[src/rtl/core/ppts_pkg.sv]
`timescale 1ns / 1ps
`default_nettype none
// ----------------------------------------------------------------------------
// Point projection package
// Shared widths, fixed-point constants and the sequencer state type.
// ----------------------------------------------------------------------------
package ppts_pkg;

    localparam int DATA_W    = 32;
    localparam int FRAC_BITS = 16;
    localparam int MAT_DEPTH = 16;
    localparam int IDX_W     = $clog2(MAT_DEPTH);

    // Dividend of the perspective divide is |clip| scaled by one.
    localparam int DIV_W = DATA_W + FRAC_BITS;
    localparam int CNT_W = $clog2(DIV_W);
    localparam int Q_W   = DIV_W + 1;
    localparam int QS_W  = Q_W + 1;

    // Four terms of 2*DATA_W-FRAC_BITS bits each.
    localparam int ACC_W = 2 * DATA_W - FRAC_BITS + 2;
    localparam int SAT_W = (ACC_W > QS_W) ? ACC_W : QS_W;

    localparam logic FUNC_LOAD    = 1'b0;
    localparam logic FUNC_PROJECT = 1'b1;

    localparam logic signed [DATA_W-1:0] FIX_ONE =
        {{(DATA_W-1){1'b0}}, 1'b1} << FRAC_BITS;

    typedef enum logic [2:0] {
        S_IDLE,
        S_READ,
        S_MUL,
        S_ACC,
        S_DIV,
        S_OUT
    } state_t;

endpackage
`default_nettype wire

[src/rtl/core/point_projection_to_screen.sv]
`timescale 1ns / 1ps
`default_nettype none
// Timing: a load beat is written at acceptance. A project beat runs twelve
// multiply-accumulates (read, multiply, accumulate), then two 48-step divides by
// clip w, then loads the output register. Behind-camera points skip the divides.
// Throughput: one load per cycle while idle; after a project beat no new beat is
// taken until its result is loaded, which waits while a held result stalls.
// Reset spares the RAM.
// ----------------------------------------------------------------------------
// Point projection to screen
// Multiplies a world point by a stored 4x4 fixed-point matrix, divides by w
// and maps the result to top-left normalized screen coordinates.
// ----------------------------------------------------------------------------
module point_projection_to_screen (
    input  wire logic                                clk,
    input  wire logic                                rst_n,
    input  wire logic                                in_valid,
    output      logic                                in_ready,
    input  wire logic                                func,
    input  wire logic [ppts_pkg::IDX_W-1:0]          matrix_index,
    input  wire logic signed [ppts_pkg::DATA_W-1:0]  matrix_value,
    input  wire logic signed [ppts_pkg::DATA_W-1:0]  point_x,
    input  wire logic signed [ppts_pkg::DATA_W-1:0]  point_y,
    input  wire logic signed [ppts_pkg::DATA_W-1:0]  point_z,
    output      logic                                out_valid,
    input  wire logic                                out_ready,
    output      logic signed [ppts_pkg::DATA_W-1:0]  screen_x,
    output      logic signed [ppts_pkg::DATA_W-1:0]  screen_y,
    output      logic                                behind_camera
);

    import ppts_pkg::*;

    function automatic logic signed [DATA_W-1:0] sat_fix(input logic signed [SAT_W-1:0] v);
        logic all_zero;
        logic all_one;
        all_zero = (v[SAT_W-1:DATA_W-1] == '0);
        all_one  = (v[SAT_W-1:DATA_W-1] == '1);
        if (all_zero || all_one)
        begin
            return v[DATA_W-1:0];
        end
        return v[SAT_W-1] ? {1'b1, {(DATA_W-1){1'b0}}} : {1'b0, {(DATA_W-1){1'b1}}};
    endfunction

    function automatic logic [DIV_W-1:0] div_load(input logic signed [DATA_W-1:0] c);
        logic [DATA_W-1:0] m;
        m = c[DATA_W-1] ? DATA_W'(-c) : DATA_W'(c);
        return {m, {FRAC_BITS{1'b0}}};
    endfunction

    state_t state_reg, state_next;

    logic [1:0]       col_reg;
    logic [1:0]       rcnt_reg;
    logic             div_sel_reg;
    logic [CNT_W-1:0] bit_cnt_reg;
    logic             out_valid_reg;

    logic signed [DATA_W-1:0]   x_reg, y_reg, z_reg;
    logic signed [DATA_W-1:0]   cx_reg, cy_reg, cw_reg;
    logic signed [2*DATA_W-1:0] prod_reg;
    logic signed [ACC_W-1:0]    acc_reg;
    logic [DIV_W-1:0]           dq_reg;
    logic [DATA_W-1:0]          rem_reg;
    logic                       neg_reg;
    logic signed [DATA_W-1:0]   res_x_reg, res_y_reg;
    logic                       res_behind_reg;
    logic signed [DATA_W-1:0]   screen_x_reg, screen_y_reg;
    logic                       behind_reg;

    logic                       in_fire;
    logic                       ram_re;
    logic                       out_load;
    logic [DATA_W-1:0]          ram_rdata;
    logic [1:0]                 row;
    logic signed [DATA_W-1:0]   coord;
    logic signed [ACC_W-1:0]    acc_sum;
    logic signed [DATA_W-1:0]   clip_sat;
    logic                       row_last;
    logic                       cw_pos;
    logic [DATA_W-1:0]          div_trial;
    logic                       div_ge;
    logic [DATA_W-1:0]          rem_next;
    logic [DIV_W-1:0]           dq_next;
    logic                       div_last;
    logic signed [Q_W-1:0]      q_mag;
    logic signed [Q_W-1:0]      q_val;
    logic signed [QS_W-1:0]     sum_x, sum_y;
    logic signed [DATA_W-1:0]   sx_val, sy_val;

    assign in_fire = in_valid && in_ready;

    // Rows 0, 1 and 3 of the matrix feed clip x, y and w.
    assign row = {rcnt_reg[1], rcnt_reg[1] | rcnt_reg[0]};

    ppts_ram #(
        .WIDTH (DATA_W),
        .DEPTH (MAT_DEPTH)
    ) u_matrix_ram (
        .clk   (clk),
        .we    (in_fire && (func == FUNC_LOAD)),
        .waddr (matrix_index),
        .wdata (matrix_value),
        .re    (ram_re),
        .raddr ({col_reg, row}),
        .rdata (ram_rdata)
    );

    always_comb
    begin
        case (col_reg)
            2'd0:    coord = x_reg;
            2'd1:    coord = y_reg;
            2'd2:    coord = z_reg;
            default: coord = FIX_ONE;
        endcase
    end

    // The translation column multiplies by one, so its floor shift is exact.
    assign acc_sum  = acc_reg + ACC_W'(prod_reg >>> FRAC_BITS);
    assign clip_sat = sat_fix(SAT_W'(acc_sum));
    assign row_last = (col_reg == 2'd3);
    assign cw_pos   = !clip_sat[DATA_W-1] && (clip_sat != '0);

    // Restoring divide, one quotient bit per cycle; clip w is known positive.
    assign div_trial = {rem_reg[DATA_W-2:0], dq_reg[DIV_W-1]};
    assign div_ge    = (div_trial >= $unsigned(cw_reg));
    assign rem_next  = div_ge ? div_trial - $unsigned(cw_reg) : div_trial;
    assign dq_next   = {dq_reg[DIV_W-2:0], div_ge};
    assign div_last  = (bit_cnt_reg == CNT_W'(DIV_W - 1));

    assign q_mag  = {1'b0, dq_next};
    assign q_val  = neg_reg ? -q_mag : q_mag;
    assign sum_x  = QS_W'(q_val) + QS_W'(FIX_ONE);
    assign sum_y  = QS_W'(FIX_ONE) - QS_W'(q_val);
    assign sx_val = sat_fix(SAT_W'(sum_x >>> 1));
    assign sy_val = sat_fix(SAT_W'(sum_y >>> 1));

    always_comb
    begin
        state_next = state_reg;
        unique case (state_reg)
            S_IDLE:
            begin
                if (in_fire && (func == FUNC_PROJECT))
                begin
                    state_next = S_READ;
                end
            end
            S_READ:
            begin
                state_next = S_MUL;
            end
            S_MUL:
            begin
                state_next = S_ACC;
            end
            S_ACC:
            begin
                if (!row_last || (rcnt_reg != 2'd2))
                begin
                    state_next = S_READ;
                end
                else if (cw_pos)
                begin
                    state_next = S_DIV;
                end
                else
                begin
                    state_next = S_OUT;
                end
            end
            S_DIV:
            begin
                if (div_last && div_sel_reg)
                begin
                    state_next = S_OUT;
                end
            end
            S_OUT:
            begin
                if (!out_valid_reg || out_ready)
                begin
                    state_next = S_IDLE;
                end
            end
            default:
            begin
                state_next = S_IDLE;
            end
        endcase
    end

    always_comb
    begin
        in_ready = 1'b0;
        ram_re   = 1'b0;
        out_load = 1'b0;
        unique case (state_reg)
            S_IDLE:  in_ready = 1'b1;
            S_READ:  ram_re   = 1'b1;
            S_OUT:   out_load = !out_valid_reg || out_ready;
            default: ;
        endcase
    end

    always_ff @(posedge clk or negedge rst_n)
    begin
        if (!rst_n)
        begin
            state_reg     <= S_IDLE;
            col_reg       <= '0;
            rcnt_reg      <= '0;
            div_sel_reg   <= 1'b0;
            bit_cnt_reg   <= '0;
            out_valid_reg <= 1'b0;
        end
        else
        begin
            state_reg <= state_next;
            if (state_reg == S_IDLE)
            begin
                col_reg  <= '0;
                rcnt_reg <= '0;
            end
            else if (state_reg == S_ACC)
            begin
                col_reg <= col_reg + 2'd1;
                if (row_last)
                begin
                    rcnt_reg <= rcnt_reg + 2'd1;
                end
                div_sel_reg <= 1'b0;
                bit_cnt_reg <= '0;
            end
            else if (state_reg == S_DIV)
            begin
                if (div_last)
                begin
                    bit_cnt_reg <= '0;
                    div_sel_reg <= 1'b1;
                end
                else
                begin
                    bit_cnt_reg <= bit_cnt_reg + CNT_W'(1);
                end
            end
            if (out_load)
            begin
                out_valid_reg <= 1'b1;
            end
            else if (out_ready)
            begin
                out_valid_reg <= 1'b0;
            end
        end
    end

    always_ff @(posedge clk)
    begin
        if (in_fire)
        begin
            x_reg   <= point_x;
            y_reg   <= point_y;
            z_reg   <= point_z;
            acc_reg <= '0;
        end
        if (state_reg == S_MUL)
        begin
            prod_reg <= $signed(ram_rdata) * coord;
        end
        if (state_reg == S_ACC)
        begin
            if (row_last)
            begin
                acc_reg <= '0;
                case (rcnt_reg)
                    2'd0:    cx_reg <= clip_sat;
                    2'd1:    cy_reg <= clip_sat;
                    default: cw_reg <= clip_sat;
                endcase
                if (rcnt_reg == 2'd2)
                begin
                    dq_reg         <= div_load(cx_reg);
                    neg_reg        <= cx_reg[DATA_W-1];
                    rem_reg        <= '0;
                    res_behind_reg <= !cw_pos;
                    res_x_reg      <= '0;
                    res_y_reg      <= '0;
                end
            end
            else
            begin
                acc_reg <= acc_sum;
            end
        end
        if (state_reg == S_DIV)
        begin
            if (div_last && !div_sel_reg)
            begin
                res_x_reg <= sx_val;
                dq_reg    <= div_load(cy_reg);
                neg_reg   <= cy_reg[DATA_W-1];
                rem_reg   <= '0;
            end
            else
            begin
                dq_reg  <= dq_next;
                rem_reg <= rem_next;
                if (div_last)
                begin
                    res_y_reg <= sy_val;
                end
            end
        end
        if (out_load)
        begin
            screen_x_reg <= res_x_reg;
            screen_y_reg <= res_y_reg;
            behind_reg   <= res_behind_reg;
        end
    end

    assign out_valid     = out_valid_reg;
    assign screen_x      = screen_x_reg;
    assign screen_y      = screen_y_reg;
    assign behind_camera = behind_reg;

    a_mul_then_acc: assert property (@(posedge clk) disable iff (!rst_n)
        state_reg == S_MUL |=> state_reg == S_ACC)
        else $error("multiply stage not followed by accumulate");

    a_project_starts: assert property (@(posedge clk) disable iff (!rst_n)
        in_valid && in_ready && (func == FUNC_PROJECT) |=> state_reg == S_READ)
        else $error("accepted project beat did not start the matrix walk");

    a_div_w_positive: assert property (@(posedge clk) disable iff (!rst_n)
        state_reg == S_DIV |-> !cw_reg[DATA_W-1] && (cw_reg != '0))
        else $error("divide running with non-positive clip w");

    // The row counter steps past clip w once the walk is done, so only the
    // walk itself is checked.
    a_row_range: assert property (@(posedge clk) disable iff (!rst_n)
        (state_reg == S_READ || state_reg == S_MUL || state_reg == S_ACC)
        |-> rcnt_reg != 2'd3)
        else $error("row counter past clip w row");

    a_behind_zero: assert property (@(posedge clk) disable iff (!rst_n)
        out_valid && behind_camera |-> (screen_x == '0) && (screen_y == '0))
        else $error("behind-camera result with nonzero coordinates");

endmodule
`default_nettype wire

[src/rtl/core/ppts_ram.sv]
`timescale 1ns / 1ps
`default_nettype none
// ----------------------------------------------------------------------------
// Generic single-port-write RAM
// One write port and one read port; read data is registered.
// ----------------------------------------------------------------------------
module ppts_ram #(
    parameter int WIDTH = 32,
    parameter int DEPTH = 16
) (
    input  wire logic                     clk,
    input  wire logic                     we,
    input  wire logic [$clog2(DEPTH)-1:0] waddr,
    input  wire logic [WIDTH-1:0]         wdata,
    input  wire logic                     re,
    input  wire logic [$clog2(DEPTH)-1:0] raddr,
    output      logic [WIDTH-1:0]         rdata
);

    logic [WIDTH-1:0] mem [DEPTH];

    always_ff @(posedge clk)
    begin
        if (we)
        begin
            mem[waddr] <= wdata;
        end
        if (re)
        begin
            rdata <= mem[raddr];
        end
    end

endmodule
`default_nettype wire

[config.mk]
export PLATFORM = sky130hd
export DESIGN_NAME = point_projection_to_screen
export DESIGN_NICKNAME = d
export VERILOG_FILES = /design/src/rtl/core/ppts_pkg.sv /design/src/rtl/core/point_projection_to_screen.sv /design/src/rtl/core/ppts_ram.sv
export SDC_FILE = /design/constraint.sdc
export NUM_CORES = 2
export LEC_CHECK = 0
export ABC_CLOCK_PERIOD_IN_PS = 13100
export BUFFER_PORTS_ARGS = -buffer_cell sky130_fd_sc_hd__buf_2
export CAP_MARGIN = 30
export CORE_MARGIN = 2
export CORE_UTILIZATION = 30
export CTS_BUF_LIST = sky130_fd_sc_hd__clkbuf_4
export DETAILED_ROUTE_END_ITERATION = 6
export SLEW_MARGIN = 20
export SYNTH_ARGS = -nofsm -noshare
export SYNTH_HDL_FRONTEND = slang
export SYNTH_SLANG_ARGS = --single-unit
[constraint.sdc]
create_clock -name clk -period 13.1 [get_ports clk]
set_clock_uncertainty 0.05 [all_clocks]
set_input_delay 2.62 -clock clk [delete_from_list [all_inputs] [get_ports clk]]
set_output_delay 2.62 -clock clk [all_outputs]
set_load 0.05 [all_outputs]
; After elaboration in Yosys (flattened, before gate mapping)
; Memories as Yosys holds them, arrays and structs flattened. A register that Yosys moved wholly into a read port is not among the register bits.
; Index checks and enable logic that the tools add are counted.
[totals]
reg_bits = 531
input_bits = 137
output_inout_bits = 67
ramBits = 512
memories = 1
[mem_list]
columns = memory, depth, word_bits, rd, rd_ports_with_merged_regs, wr, line
row1 = u_matrix_ram.mem, 16, 32, 1, 1, 1, ppts_ram.sv:20  ; logic [WIDTH-1:0] mem [DEPTH];
[classes]
mul = 1
n_bitwise = 4
addsub = 10
reduce_logical = 41
muxes = 70
n_eq_ne = 18
order_cmp = 1
[op_table]
columns = op, n
row1 = two-way mux 32 bit, 22
row2 = two-way mux 48 bit, 5
row3 = two-way mux 31 bit, 6
row4 = two-way mux 50 bit, 3
row5 = one-hot mux 32 bit (3 select lines), 1
row6 = multiplier 32 x 32 -> 64 bit, 1
row7 = negation 32 bit, 2
row8 = "equality test 19 bit, second input constant", 3
row9 = zero test 19 bit, 3
row10 = "adder 49 x 18 -> 50 bit, second input constant", 1
row11 = adder 50 x 48 -> 50 bit, 1
row12 = "subtractor 18 x 49 -> 50 bit, first input constant", 1
row13 = two-way mux 49 bit, 1
row14 = negation 48 -> 49 bit, 1
row15 = >= comparator 32 bit, 1
row16 = nonzero test 32 bit, 1
row17 = subtractor 31 bit, 1
row18 = AND reduction 3 bit, 7
row19 = two-way mux 1 bit, 19
row20 = two-way mux 6 bit, 3
row21 = one-hot mux 3 bit (6 select lines), 1
row22 = nonzero test 2 bit, 8
row23 = two-way mux 3 bit, 4
row24 = two-way mux 2 bit, 5
row25 = 18 further kinds, 44

; Depth between registers and ports, before layout
[logic_depth]
word_depth = 11
depth_mapped = 41
ltp_nobuf = 36

; By module
; A second synthesis with hierarchy kept.
[unflattened]
cells_unflattened = 7217
area_unflattened_um2 = 83546.4
[by_module_without_submodules]
columns = module, cells_each, area_each_um2, n_inst
row1 = point_projection_to_screen, 6379, 63372.0, 1
row2 = ppts_ram, 838, 20174.3, 1

; Least setup slack after synthesis
; OpenSTA, ideal clock, no wires.
[synth_timing]
path_kind = reg-to-reg
startpoint = reg col_reg[0]
endpoint = reg prod_reg[63], data pin
path_stages_with_launch = 35
setup_ns = 0.260
slack_ns = 2.333
n_path_buf = 4
synth_period_minus_slack_ns = 10.767
arrival_ns = 10.457
cell_sequence = dfrtp_1 -> inv_2 -> buf_1 -> ha_1 -> clkbuf_1 -> buf_1 -> a222oi_1 -> nor2_1 -> clkbuf_1 -> nand2_1 -> fa_1 -> fa_1 -> fa_1 -> fa_1 -> inv_1 -> fa_1 -> fa_1 -> fa_1 -> fa_1 -> ha_1 -> a21o_1 -> a21o_1 -> a221o_1 -> a221oi_1 -> nor3b_1 -> a211oi_1 -> o311ai_0 -> a21oi_1 -> a21oi_1 -> o21ai_0 -> a311oi_1 -> o21bai_1 -> a2111o_1 -> a31oi_1 -> xnor2_1
[synth_via]
elab_chain_len = 3
[synth_lines]
columns = item, line
row1 = start: declaration, point_projection_to_screen.sv:54  ; logic [1:0] col_reg;
row2 = start signal: assignment, point_projection_to_screen.sv:229  ; col_reg <= col_reg + 2'd1;
row3 = "equality test 2 bit, or another cell as far along", point_projection_to_screen.sv:112  ; case (col_reg)
row4 = one-hot mux 32 bit (3 select lines) (*), point_projection_to_screen.sv:112
row5 = multiplier 32 x 32 -> 64 bit (*), point_projection_to_screen.sv:271  ; prod_reg <= $signed(ram_rdata) * coord;
row6 = end signal: assignment, point_projection_to_screen.sv:271
row7 = end: declaration, point_projection_to_screen.sv:62  ; logic signed [2*DATA_W-1:0] prod_reg;
; Every way passes the cells marked *; elsewhere a longest branch is shown, timed or not.
; A chain may end at the register's enable or synchronous reset.

; Worst setup path in the final report
; Ends and elaborated chain as after synthesis.

==> impl_metrics.json <==
{
  "cpPeakStageDelay_ns": 0.75,
  "cpLargestDelayFamily": "adder cells",
  "multi_input_area_sq_mm": 0.0467,
  "crit_start": "col_reg[0]$_DFFE_PN0P_",
  "clk_pin_slew_ns": 0.06,
  "dp_hpwl_um": 158000,
  "grt_pass1_wl_um": 339000,
  "cts_tree": "yes",
  "ctsHoldBuffers": 0,
  "timing.final.crit_share": 0.913,
  "synth_edf_count": 979,
  "first_global_vias": 58200,
  "seqCellArea_sq_mm": 0.0311,
  "dieWidth_um": 530,
  "antenna_left": 0,
  "min_period_ns": 11.96,
  "final_hold_viol_count": 0,
  "antenna_found_initial": 18,
  "r2r-start": "col_reg[0]$_DFFE_PN0P_",
  "cts.sinks": 1059,
  "gp_congestion": 0.878,
  "drive_above_1_share": 0.143,
  "worstSetupEndpointType": "register",
  "ys_seq_area_frac": 0.375,
  "synth-async-reset-ratio": 0.0142,
  "ff2ff_setup_slack_ns": 1.14,
  "cp.arrival_ns": 12.76,
  "cts_buffers": 283,
  "cp.required_ns": 13.90,
  "setup_violations": 0,
  "drcViolationCount": 0,
  "wl_um": 217000,
  "ys.flop_type": "edfxtp_1",
  "rows": 192,
  "fill_cells": 27200,
  "io_pins": 204,
  "wl_met1_um": 93500,
  "dieArea_sq_mm": 0.280,
  "drt_first_pass_iters": 7,
  "start_util": 0.302,
  "cts.repair.resized": 0,
  "synth.avg_cell_area_sq_um": 11.8,
  "post-cts-setup-buffer-count": 0,
  "drv_cap": 0,
  "hp-class": "register to register",
  "synthToLayoutAreaGrowth_pct": 11.1,
  "critPathMostFrequentCell": "fa_1",
  "clockBufferDepth": 4,
  "cp_slowest_cell": "ha_1",
  "final_nets": 8786,
  "slew_violations": 0,
  "h-tree-depth": 5,
  "drt_iter0_markers": 4336,
  "slew_headroom": 0.330,
  "netlist_area_sq_mm": 0.0829,
  "vias_per_cell": 4.87,
  "ys_warn_count": 0,
  "top_layer": "met5",
  "synthCells": 7007,
  "max_freq_mhz": 83.6,
  "ys_ff_latch": 1059,
  "cts-root-buf": "clkbuf_4",
  "start_kind": "register",
  "status": "finished, final reports clean",
  "synth_fp_nets": 8503,
  "tightest_slew_ns": 1.00,
  "wl_met3_um": 18700,
  "timing.hold.ws_ns": 0.363,
  "dr_total_vias": 54400,
  "yosysUniqueCellTypes": 106,
  "worst-path-buf-inv": 4,
  "met2_length_um": 99000,
  "grt.overflow.total": 0,
  "die-height_um": 530,
  "rsz0062_at_grt": "false",
  "grt_max_degree": 105,
  "cp_max_fo": 23,
  "largest_reg_flops": 512,
  "fin_setup_tns_ns": 0,
  "final_util": 0.336,
  "grtUsageTotal": 0.155,
  "worstSetupPathType": "register to register",
  "core_region_area_sq_mm": 0.274,
  "wl_per_cell_um": 19.4,
  "hp-start": "res_x_reg[14]$_DFF_P_",
  "worstSkewPairLatency_ns": 1.17,
  "portBuffers": 203
}
## worst register-to-register path, delay by kind of cell (launching register included)
family,cells,cell delay [ns]
flops,1,0.44
xor+xnor,1,0.08
compound gates,14,4.10
buf+inv,4,0.86
fa+ha+maj,10,5.05
simple gates,3,1.11
## layer usage
metal	vias up	track usage
met4	26	0.0435
met5	-	0
met2	2182	0.246
met1	27800	0.210
met3	419	0.0372
li1	24000	-
## through the flow
stage / instances / setup WS, ns / instance area, sq um
floorplan: 7007 / 2.33 / 82900
CTS: 11200 / 1.03 / 91900
finish: 11200 / 1.14 / 92000
global placement: 10700 / 1.17 / 88400
detailed placement: 10700 / 1.07 / 88500
global route: 11200 / 0.533 / 92000
## kinds of logic after synthesis
| group | share of synthesized area |
|---|---|
| simple gates | 0.120 |
| buf+inv | 0.0644 |
| fa+ha+maj | 0.303 |
| flops | 0.375 |
| compound gates | 0.0611 |
| xor+xnor | 0.0313 |
| mux | 0.0443 |
## final cells by class
type	instances	share of cell area
multi-input cells	4547	0.508
flip-flops and latches	1059	0.338
well taps	3686	0.0501
inverters	1055	0.0430
clock buffers	390	0.0318
repair buffers	344	0.0237
clock inverters	79	0.00593
diodes	6	0.000163
## worst paths after layout
check,cells after the start,endpoint
min in group asynchronous,1,out_valid$_DFFE_PN0P_
max in group asynchronous,1,rcnt_reg[1]$_DFFE_PN0P_
min reg2reg,0,screen_x[14]$_DFFE_PP_
min,0,screen_x[14]$_DFFE_PP_
max reg2reg,32,prod_reg[63]$_DFFE_PP_
max,32,prod_reg[63]$_DFFE_PP_
## cell usage in the layout, fill, tap and decap left out, drive strengths merged, types with 25 or more instances in the layout
| master | instances |
|---|---|
| a21o | 60 |
| a21oi | 260 |
| a222oi | 31 |
| and2 | 523 |
| and3 | 42 |
| buf | 344 |
| clkbuf | 390 |
| clkinv | 66 |
| dfxtp | 65 |
| edfxtp | 979 |
| fa | 1083 |
| ha | 276 |
| inv | 1059 |
| mux4 | 160 |
| nand2 | 700 |
| nand2b | 30 |
| nand3 | 73 |
| nand4 | 51 |
| nor2 | 283 |
| nor2b | 27 |
| nor3 | 54 |
| nor4 | 25 |
| o21ai | 180 |
| o31ai | 32 |
| or3 | 30 |
| or4 | 29 |
| xnor2 | 149 |
| xor2 | 141 |
## Yosys cell counts (50+ instances only)
cell	instances	area share
a21o_1	60	0.0054
a21oi_1	258	0.016
and2_1	522	0.039
clkbuf_1	302	0.014
dfxtp_1	65	0.016
edfxtp_1	979	0.35
fa_1	1083	0.26
ha_1	276	0.042
inv_1	1052	0.048
mux4_2	160	0.043
nand2_1	699	0.032
nand3_1	68	0.0041
nand4_1	50	0.0038
nor2_1	283	0.013
nor3_1	53	0.0032
o21ai_0	108	0.0065
o21ai_1	67	0.0040
xnor2_1	147	0.016
xor2_1	136	0.014
Power is not shown: default switching activity piles up to over one toggle a cycle in this logic, so the estimate is an artifact.
